==> src/sv/prt_pkg.sv <==
// Package with shared constants and types for the phase and rate tracker.
package prt_pkg;

    localparam int PHASE_FRAC_BITS = 6;
    localparam int SPEED_FRAC_BITS = 8;

    localparam int PH_FULL = 360 << PHASE_FRAC_BITS;
    localparam int PH_HALF = 180 << PHASE_FRAC_BITS;

    localparam int PHASE_W = 15;
    localparam int MAG_W   = 14;
    localparam int SPEED_W = 24;
    localparam int TIME_W  = 48;

    localparam int MS_PER_S     = 1000;
    localparam int DEG_PER_RPMS = 6;

    localparam int NUM_W = MAG_W + 10 + SPEED_FRAC_BITS;
    localparam int DEN_W = TIME_W + 3 + PHASE_FRAC_BITS;
    localparam int CNT_W = $clog2(NUM_W);

    localparam int SPD_MAX = 8388607;
    localparam int SPD_MIN = -8388608;

    localparam int CFG_IDX_W = 2;
    localparam int CFG_DAT_W = 16;

    localparam logic [CFG_IDX_W-1:0] CFG_PHASE_ALPHA  = 2'd0;
    localparam logic [CFG_IDX_W-1:0] CFG_MIN_STEP     = 2'd1;
    localparam logic [CFG_IDX_W-1:0] CFG_STALE_TMO    = 2'd2;
    localparam logic [CFG_IDX_W-1:0] CFG_SPEED_WEIGHT = 2'd3;

    localparam logic [8:0]  RST_PHASE_ALPHA  = 9'd64;
    localparam logic [13:0] RST_MIN_STEP     = 14'd64;
    localparam logic [15:0] RST_STALE_TMO    = 16'd2000;
    localparam logic [8:0]  RST_SPEED_WEIGHT = 9'd77;

    typedef enum logic [1:0] {
        EV_HELD    = 2'd0,
        EV_UPDATED = 2'd1,
        EV_STALE   = 2'd2,
        EV_SEEDED  = 2'd3
    } t_speed_event;

endpackage

==> src/sv/phase_rate_tracker_top.sv <==
// Top level of the rotor phase and speed tracker with its control sequencer.
//
//  Channel | Direction | Handshake                  | Payload
//  --------+-----------+----------------------------+----------------------------------------
//  in      | input     | i_in_valid / o_in_stall    | measured_phase, sample_time_ms
//  out     | output    | o_out_valid / i_out_stall  | phase, speed, valid flag, speed event
//  cfg     | input     | i_cfg_valid / o_cfg_ready  | register index and write data
//
// A seeding sample goes from ST_DIFF to ST_DONE, a sample without a speed update
// runs on to ST_DECIDE, and a speed update waits in ST_DIV for the 32-step serial divider.
// The input stalls during reset and from the transfer until the result is loaded
// into the output register.
// A result waits in its register while the output stalls; reset is synchronous and
// clears the tracker state and loads the register defaults.
module phase_rate_tracker_top
    import prt_pkg::*;
(
    input  logic                 i_clk,
    input  logic                 i_rst_n,
    input  logic                 i_in_valid,
    output logic                 o_in_stall,
    input  logic [PHASE_W-1:0]   i_measured_phase,
    input  logic [TIME_W-1:0]    i_sample_time_ms,
    output logic                 o_out_valid,
    input  logic                 i_out_stall,
    output logic [PHASE_W-1:0]   o_phase_estimate,
    output logic [SPEED_W-1:0]   o_speed_estimate,
    output logic                 o_estimate_valid,
    output logic [1:0]           o_speed_event,
    input  logic                 i_cfg_valid,
    output logic                 o_cfg_ready,
    input  logic [CFG_IDX_W-1:0] i_cfg_index,
    input  logic [CFG_DAT_W-1:0] i_cfg_data
);

    typedef enum logic [2:0] {
        ST_IDLE,
        ST_DIFF,
        ST_MUL,
        ST_DECIDE,
        ST_DIV,
        ST_BLEND_MUL,
        ST_BLEND_ADD,
        ST_DONE
    } t_state;

    localparam logic signed [15:0] C_FULL16 = 16'(PH_FULL);
    localparam logic signed [15:0] C_HALF16 = 16'(PH_HALF);
    localparam logic signed [18:0] C_FULL19 = 19'(PH_FULL);
    localparam logic signed [27:0] C_MAX28  = 28'(SPD_MAX);
    localparam logic signed [27:0] C_MIN28  = 28'(SPD_MIN);

    t_state              r_state;
    logic [8:0]          r_alpha;
    logic [13:0]         r_min_step;
    logic [15:0]         r_timeout;
    logic [8:0]          r_weight;

    logic [PHASE_W-1:0]  r_phase;
    logic signed [SPEED_W-1:0] r_speed;
    logic                r_seeded;
    logic [TIME_W-1:0]   r_last_time;

    logic [PHASE_W-1:0]  r_meas_in;
    logic [TIME_W-1:0]   r_time_in;
    logic signed [15:0]  r_d;
    logic [TIME_W-1:0]   r_dt;
    logic signed [25:0]  r_pprod;
    logic [NUM_W-1:0]    r_num;
    logic [DEN_W-1:0]    r_den;
    logic                r_upd;
    logic                r_stale;
    logic signed [SPEED_W-1:0] r_rpm;
    logic signed [34:0]  r_bprod;
    t_speed_event        r_event;

    logic                r_out_valid;
    logic [PHASE_W-1:0]  r_out_phase;
    logic [SPEED_W-1:0]  r_out_speed;
    logic                r_out_seeded;
    t_speed_event        r_out_event;

    logic [PHASE_W-1:0]  w_meas;
    logic signed [15:0]  w_diff;
    logic signed [15:0]  w_dwrap;
    logic signed [15:0]  w_d;
    logic [MAG_W-1:0]    w_mag;
    logic signed [17:0]  w_pstep;
    logic signed [18:0]  w_psum;
    logic [PHASE_W-1:0]  w_pnext;
    logic                w_div_start;
    logic                w_div_done;
    logic [NUM_W-1:0]    w_quo;
    logic signed [SPEED_W-1:0] w_rpm;
    logic signed [24:0]  w_bdiff;
    logic signed [26:0]  w_bstep;
    logic signed [27:0]  w_bsum;
    logic signed [SPEED_W-1:0] w_bsat;
    logic                w_out_free;

    always_comb begin
        w_meas  = (r_meas_in >= PHASE_W'(PH_FULL)) ? r_meas_in - PHASE_W'(PH_FULL) : r_meas_in;
        w_diff  = $signed({1'b0, w_meas}) - $signed({1'b0, r_phase});
        w_dwrap = w_diff[15] ? w_diff + C_FULL16 : w_diff;
        w_d     = (w_dwrap > C_HALF16) ? w_dwrap - C_FULL16 : w_dwrap;
        w_mag   = MAG_W'(r_d[15] ? -r_d : r_d);

        w_pstep = 18'((r_pprod + 26'sd128) >>> 8);
        w_psum  = 19'(w_pstep) + $signed({4'b0, r_phase});
        if (w_psum < 19'sd0) begin
            w_pnext = PHASE_W'(w_psum + C_FULL19);
        end else if (w_psum >= C_FULL19) begin
            w_pnext = PHASE_W'(w_psum - C_FULL19);
        end else begin
            w_pnext = PHASE_W'(w_psum);
        end

        if (r_d[15]) begin
            w_rpm = (w_quo > NUM_W'(SPD_MAX + 1)) ? SPEED_W'(SPD_MIN)
                                                   : -$signed(w_quo[SPEED_W-1:0]);
        end else begin
            w_rpm = (w_quo > NUM_W'(SPD_MAX)) ? SPEED_W'(SPD_MAX)
                                               : $signed(w_quo[SPEED_W-1:0]);
        end

        w_bdiff = 25'(r_rpm) - 25'(r_speed);
        w_bstep = 27'((r_bprod + 35'sd128) >>> 8);
        w_bsum  = 28'(w_bstep) + 28'(r_speed);
        if (w_bsum > C_MAX28) begin
            w_bsat = SPEED_W'(SPD_MAX);
        end else if (w_bsum < C_MIN28) begin
            w_bsat = SPEED_W'(SPD_MIN);
        end else begin
            w_bsat = SPEED_W'(w_bsum);
        end
    end

    assign w_div_start = (r_state == ST_DECIDE) && r_upd;
    assign w_out_free  = !r_out_valid || !i_out_stall;

    prt_div u_div (
        .i_clk   (i_clk),
        .i_rst_n (i_rst_n),
        .i_start (w_div_start),
        .i_num   (r_num),
        .i_den   (r_den),
        .o_done  (w_div_done),
        .o_quo   (w_quo)
    );

    always_ff @(posedge i_clk) begin
        if (!i_rst_n) begin
            r_alpha    <= RST_PHASE_ALPHA;
            r_min_step <= RST_MIN_STEP;
            r_timeout  <= RST_STALE_TMO;
            r_weight   <= RST_SPEED_WEIGHT;
        end else if (i_cfg_valid) begin
            case (i_cfg_index)
                CFG_PHASE_ALPHA:  r_alpha    <= i_cfg_data[8:0];
                CFG_MIN_STEP:     r_min_step <= i_cfg_data[13:0];
                CFG_STALE_TMO:    r_timeout  <= i_cfg_data;
                CFG_SPEED_WEIGHT: r_weight   <= i_cfg_data[8:0];
                default: begin
                end
            endcase
        end
    end

    always_ff @(posedge i_clk) begin
        if (!i_rst_n) begin
            r_state     <= ST_IDLE;
            r_phase     <= '0;
            r_speed     <= '0;
            r_seeded    <= 1'b0;
            r_last_time <= '0;
            r_out_valid <= 1'b0;
        end else begin
            if (r_out_valid && !i_out_stall && (r_state != ST_DONE)) begin
                r_out_valid <= 1'b0;
            end
            case (r_state)
                ST_IDLE: begin
                    if (i_in_valid) begin
                        r_meas_in <= i_measured_phase;
                        r_time_in <= i_sample_time_ms;
                        r_state   <= ST_DIFF;
                    end
                end
                ST_DIFF: begin
                    r_last_time <= r_time_in;
                    if (!r_seeded) begin
                        r_phase  <= w_meas;
                        r_speed  <= '0;
                        r_seeded <= 1'b1;
                        r_event  <= EV_SEEDED;
                        r_state  <= ST_DONE;
                    end else begin
                        r_d     <= w_d;
                        r_dt    <= (r_time_in > r_last_time) ? r_time_in - r_last_time : '0;
                        r_state <= ST_MUL;
                    end
                end
                ST_MUL: begin
                    r_pprod <= r_d * $signed({1'b0, r_alpha});
                    r_num   <= NUM_W'(NUM_W'(w_mag) * NUM_W'(MS_PER_S)) << SPEED_FRAC_BITS;
                    r_den   <= DEN_W'(DEN_W'(r_dt) * DEN_W'(DEG_PER_RPMS)) << PHASE_FRAC_BITS;
                    r_upd   <= (r_dt != '0) && (w_mag > r_min_step);
                    r_stale <= (r_dt > TIME_W'(r_timeout));
                    r_state <= ST_DECIDE;
                end
                ST_DECIDE: begin
                    r_phase <= w_pnext;
                    if (r_upd) begin
                        r_state <= ST_DIV;
                    end else if (r_stale) begin
                        r_speed <= '0;
                        r_event <= EV_STALE;
                        r_state <= ST_DONE;
                    end else begin
                        r_event <= EV_HELD;
                        r_state <= ST_DONE;
                    end
                end
                ST_DIV: begin
                    if (w_div_done) begin
                        r_rpm   <= w_rpm;
                        r_event <= EV_UPDATED;
                        if (r_speed == '0) begin
                            r_speed <= w_rpm;
                            r_state <= ST_DONE;
                        end else begin
                            r_state <= ST_BLEND_MUL;
                        end
                    end
                end
                ST_BLEND_MUL: begin
                    r_bprod <= w_bdiff * $signed({1'b0, r_weight});
                    r_state <= ST_BLEND_ADD;
                end
                ST_BLEND_ADD: begin
                    r_speed <= w_bsat;
                    r_state <= ST_DONE;
                end
                ST_DONE: begin
                    if (w_out_free) begin
                        r_out_valid  <= 1'b1;
                        r_out_phase  <= r_phase;
                        r_out_speed  <= r_speed;
                        r_out_seeded <= r_seeded;
                        r_out_event  <= r_event;
                        r_state      <= ST_IDLE;
                    end
                end
                default: begin
                    r_state <= ST_IDLE;
                end
            endcase
        end
    end

    assign o_in_stall       = !i_rst_n || (r_state != ST_IDLE);
    assign o_cfg_ready      = i_rst_n;
    assign o_out_valid      = r_out_valid;
    assign o_phase_estimate = r_out_phase;
    assign o_speed_estimate = r_out_speed;
    assign o_estimate_valid = r_out_seeded;
    assign o_speed_event    = r_out_event;

endmodule

==> src/sv/prt_div.sv <==
// Restoring serial divider, one quotient bit per cycle.
module prt_div
    import prt_pkg::*;
(
    input  logic             i_clk,
    input  logic             i_rst_n,
    input  logic             i_start,
    input  logic [NUM_W-1:0] i_num,
    input  logic [DEN_W-1:0] i_den,
    output logic             o_done,
    output logic [NUM_W-1:0] o_quo
);

    logic             r_busy;
    logic             r_done;
    logic [CNT_W-1:0] r_cnt;
    logic [DEN_W-1:0] r_rem;
    logic [DEN_W-1:0] r_den;
    logic [NUM_W-1:0] r_quo;

    logic [DEN_W:0] w_shift;
    logic [DEN_W:0] w_diff;
    logic           w_ge;

    assign w_shift = {r_rem, r_quo[NUM_W-1]};
    assign w_diff  = w_shift - {1'b0, r_den};
    assign w_ge    = (w_shift >= {1'b0, r_den});

    always_ff @(posedge i_clk) begin
        if (!i_rst_n) begin
            r_busy <= 1'b0;
            r_done <= 1'b0;
            r_cnt  <= '0;
        end else begin
            r_done <= !i_start && r_busy && (r_cnt == CNT_W'(NUM_W - 1));
            if (i_start) begin
                r_busy <= 1'b1;
                r_cnt  <= '0;
                r_rem  <= '0;
                r_den  <= i_den;
                r_quo  <= i_num;
            end else if (r_busy) begin
                r_rem <= w_ge ? w_diff[DEN_W-1:0] : w_shift[DEN_W-1:0];
                r_quo <= {r_quo[NUM_W-2:0], w_ge};
                r_cnt <= r_cnt + 1'b1;
                if (r_cnt == CNT_W'(NUM_W - 1)) begin
                    r_busy <= 1'b0;
                end
            end
        end
    end

    assign o_done = r_done;
    assign o_quo  = r_quo;

endmodule
==> config.mk <==
export PLATFORM = sky130hd
export DESIGN_NAME = phase_rate_tracker_top
export DESIGN_NICKNAME = d
export VERILOG_FILES = /design/src/sv/prt_pkg.sv /design/src/sv/phase_rate_tracker_top.sv /design/src/sv/prt_div.sv
export SDC_FILE = /design/constraint.sdc
export NUM_CORES = 2
export LEC_CHECK = 0
export ABC_CLOCK_PERIOD_IN_PS = 24200
export BUFFER_PORTS_ARGS = -buffer_cell sky130_fd_sc_hd__buf_4
export CAP_MARGIN = 5
export CELL_PAD_IN_SITES_DETAIL_PLACEMENT = 0
export CELL_PAD_IN_SITES_GLOBAL_PLACEMENT = 2
export CORE_MARGIN = 2
export CORE_UTILIZATION = 38
export CTS_BUF_LIST = sky130_fd_sc_hd__clkbuf_2 sky130_fd_sc_hd__clkbuf_4 sky130_fd_sc_hd__clkbuf_8
export CTS_CLUSTER_SIZE = 20
export DETAILED_ROUTE_END_ITERATION = 16
export GPL_TIMING_DRIVEN = 1
export HOLD_SLACK_MARGIN = 0.02
export PLACE_DENSITY = 0.76
export SLEW_MARGIN = 30
export SYNTH_ARGS = -nofsm -noshare
export SYNTH_HDL_FRONTEND = slang
export SYNTH_SLANG_ARGS = --single-unit
==> constraint.sdc <==
create_clock -name i_clk -period 24.2 [get_ports i_clk]
set_clock_uncertainty 0.15 [all_clocks]
set_input_delay 1.21 -clock i_clk [delete_from_list [all_inputs] [get_ports i_clk]]
set_output_delay 1.21 -clock i_clk [all_outputs]
set_load 0.05 [all_outputs]
==> impl_metrics.env <==
export IMPL_start_kind="flop"
export IMPL_clock_path_buffers=3
export IMPL_dieArea_um2=137000
export IMPL_fp_row_count=134
export IMPL_die_height_um=371
export IMPL_rsz0062_at_grt="false"
export IMPL_synth_nets=6257
export IMPL_synth_seq_cells=601
export IMPL_clk_pin_slew_ns=0.09
export IMPL_cp_end_kind="flop"
export IMPL_synth_edff_count=454
export IMPL_io_buffers=130
export IMPL_vias_per_cell=5.08
export IMPL_cts_buffers_inserted=112
export IMPL_synth_top_area_share_pct=26.7
export IMPL_required_ns=24.60
export IMPL_core_um2=133000
export IMPL_critPathArrivalTime_ns=9.97
export IMPL_routed_wl_um=134000
export IMPL_async_flop_share_pct=0
export IMPL_cts_sinks=601
export IMPL_synth_area_mux_share_pct=1.10
export IMPL_dr_pass1_iters=6
export IMPL_critical_path_max_stage_delay_ns=0.55
export IMPL_clk_insertion_delay_late_ns=0.84
export IMPL_setup_viol=0
export IMPL_drc_errors=0
export IMPL_preCtsSetupSlack_ns=14.66
export IMPL_whs_path_depth=0
export IMPL_hold_viol_final=0
export IMPL_fp_dieW_um=371
export IMPL_cts_setup_buffers=0
export IMPL_layout_setup_ws_ns=14.63
export IMPL_post_dp_cell_area_um2=54000
export IMPL_crit_type="flop to flop"
export IMPL_total_power_mw=5.91
export IMPL_p_leak_nw=24.4
export IMPL_drtIter0Drc=2111
export IMPL_antenna_found_initial=19
export IMPL_yosysWarnings=0
export IMPL_hp_class="flop to flop"
export IMPL_cts_resized=0
export IMPL_synth_most_common_cell="inv_1"
export IMPL_status="completed"
export IMPL_nNetsFinal=6391
export IMPL_vias=37300
export IMPL_synth_area_leaders="edfxtp_1 27%, fa_1 14%, ha_1 12%, dfxtp_1 5.8%, inv_1 5.1%"
export IMPL_max_freq_mhz=105
export IMPL_pin_count=131
export IMPL_tightest_slew_ns=0.934
export IMPL_yosysTopAreaCell="edfxtp_1"
export IMPL_final_layout_size_suffix_gt1_share_pct=8.26
export IMPL_grt_util_all_layers_pct=19.8
export IMPL_holdWs_ns=0.224
export IMPL_max_slew_margin_pct=37.3
export IMPL_final_area_um2=56600
export IMPL_synth_compound_area_share_pct=13.4
export IMPL_dp_hpwl_um=102000
export IMPL_routabilityCongestion=0.835
export IMPL_yosys_top_cells_count="691 x inv_1, 576 x nand2_1, 471 x ha_1"
export IMPL_final_antenna_net_count=0
export IMPL_grt_pass1_vias=38000
export IMPL_yosysUniqueCellTypes=104
export IMPL_start_util_pct=38.3
export IMPL_htree_levels=3
export IMPL_grt_remaining_overflow=0
export IMPL_synth_area_um2=51100
export IMPL_synth_top_family_by_area="adder cells"
export IMPL_power_density_nw_per_um2=104
export IMPL_drv_slew=0
export IMPL_finalCoreUtilization_pct=42.4
export IMPL_clockRootBuffer="clkbuf_8"
export IMPL_syn_avg_cell_area_um2=9.56
export IMPL_irDropWorstVdd_uv=143
export IMPL_grt_max_degree=73
export IMPL_crit_fanout=9
export IMPL_r2r_cells=33
export IMPL_cts_tree="yes"
export IMPL_ys_flop_type="edfxtp_1"
export IMPL_netlist_instances=5342
export IMPL_cap_violations=0
export IMPL_yosys_area_share_simple_pct=15.6
export IMPL_critPathSlowestCell="fa_1"
export IMPL_post_route_period_util_pct=39.5
export IMPL_hold_buffers=0
export IMPL_synthAdderAreaFrac_pct=25.6
export IMPL_dp_cells=7129
export IMPL_grt_pass1_wl_um=215000
export IMPL_crit_top_cell="fa_1"
export IMPL_fin_cells=7345
export IMPL_yosysSeqAreaShare_pct=32.5
export IMPL_setup_tns_final_ns=0
export IMPL_post_route_min_period_ns=9.57
export IMPL_syn_to_final_growth_pct=10.8
export IMPL_wl_per_cell_um=18.3
export IMPL_synthXorXnorAreaFrac_pct=5.53
power by group:
part | total [mW] | internal [mW] | switching (mW)
Clock | 1.11 | 0.632 | 0.480
Sequential | 1.43 | 1.37 | 0.0659
Combinational | 3.36 | 1.42 | 1.94
cells in the final DEF (no fill, tap or decap), types with 59 or more instances in the layout:
cell type  count
inv_1        690
nor2_1       323
xor2_1        97
fa_1         358
o21a_1        59
edfxtp_1     454
buf_4        173
o21ai_0      137
nand2_1      576
a21o_1       119
dfxtp_1      142
clkbuf_8     119
a21oi_1      347
xnor2_1      218
nor3_1        66
nand3_1       98
ha_1         471
and2_1       217
nor2b_1       82
critical path, delay by kind of cell (launching register included):
family | cells | cell delay (ns)
AOI/OAI and AO/OA | 15 | 4.14
adders and majority gates | 7 | 3.19
xor gates and xnor gates | 3 | 0.65
and+or+nand+nor | 4 | 0.47
DFF | 1 | 0.42
buffers and inverters | 4 | 0.24
final cells by class:
class / count / area [um^2]
timing repair buffer: 174 / 1330
fill: 13300 / 76900
multi-input combinational: 3894 / 31400
antenna: 9 / 22.5
clock inverter: 58 / 648
sequential: 601 / 16600
tap: 1768 / 2210
clock buffer: 148 / 1860
inverter: 693 / 2600
final timing paths:
path	start	to	slack [ns]
setup reg to reg	r_speed[2]$_SDFFE_PN0P_	r_bprod[34]$_DFFE_PP_	14.63
hold reg to reg	r_event[1]$_DFFE_PP_	o_speed_event[1]$_DFFE_PP_	0.22
hold / removal	r_event[1]$_DFFE_PP_	o_speed_event[1]$_DFFE_PP_	0.22
setup / recovery	r_speed[2]$_SDFFE_PN0P_	r_bprod[34]$_DFFE_PP_	14.63
logic make-up (layout without fill, tap and decap cells):
| kind of cell | Yosys count | in the layout |
|---|---|---|
| AO/OA/AOI/OAI | 1042 | 1042 |
| adder cells (fa/ha/maj) | 829 | 829 |
| buffers and inverters | 847 | 1073 |
| XOR/XNOR | 319 | 319 |
| AND/OR/NAND/NOR | 1648 | 1648 |
| multiplexers | 56 | 56 |
| other | 0 | 9 |
| flip-flops | 601 | 601 |
per-layer routing:
layer / up-vias / share of wire [%] / routed length [um] / GRT usage, %
li1: 18600 / - / - / -
met1: 17900 / 49 / 65800 / 28.4
met5: - / 0.11 / 149 / 0
met4: 26 / 2.2 / 3000 / 5.29
met2: 616 / 44 / 58700 / 30.7
met3: 187 / 4.8 / 6440 / 3.53
flip-flops by register name, indices dropped and copies added (netlist names), 14 cells and up:
register	count
r_speed	24
o_phase_estimate	15
r_d	16
r_phase	15
r_timeout	16
u_div.r_rem	57
r_time_in	48
r_min_step	14
r_rpm	24
r_last_time	48
r_dt	48
r_den	50
r_meas_in	15
r_bprod	28
r_num	21
r_pprod	19
u_div.o_quo	32
u_div.r_den	50
o_speed_estimate	24
No activity file was read; power rests on OpenSTA's default activity.
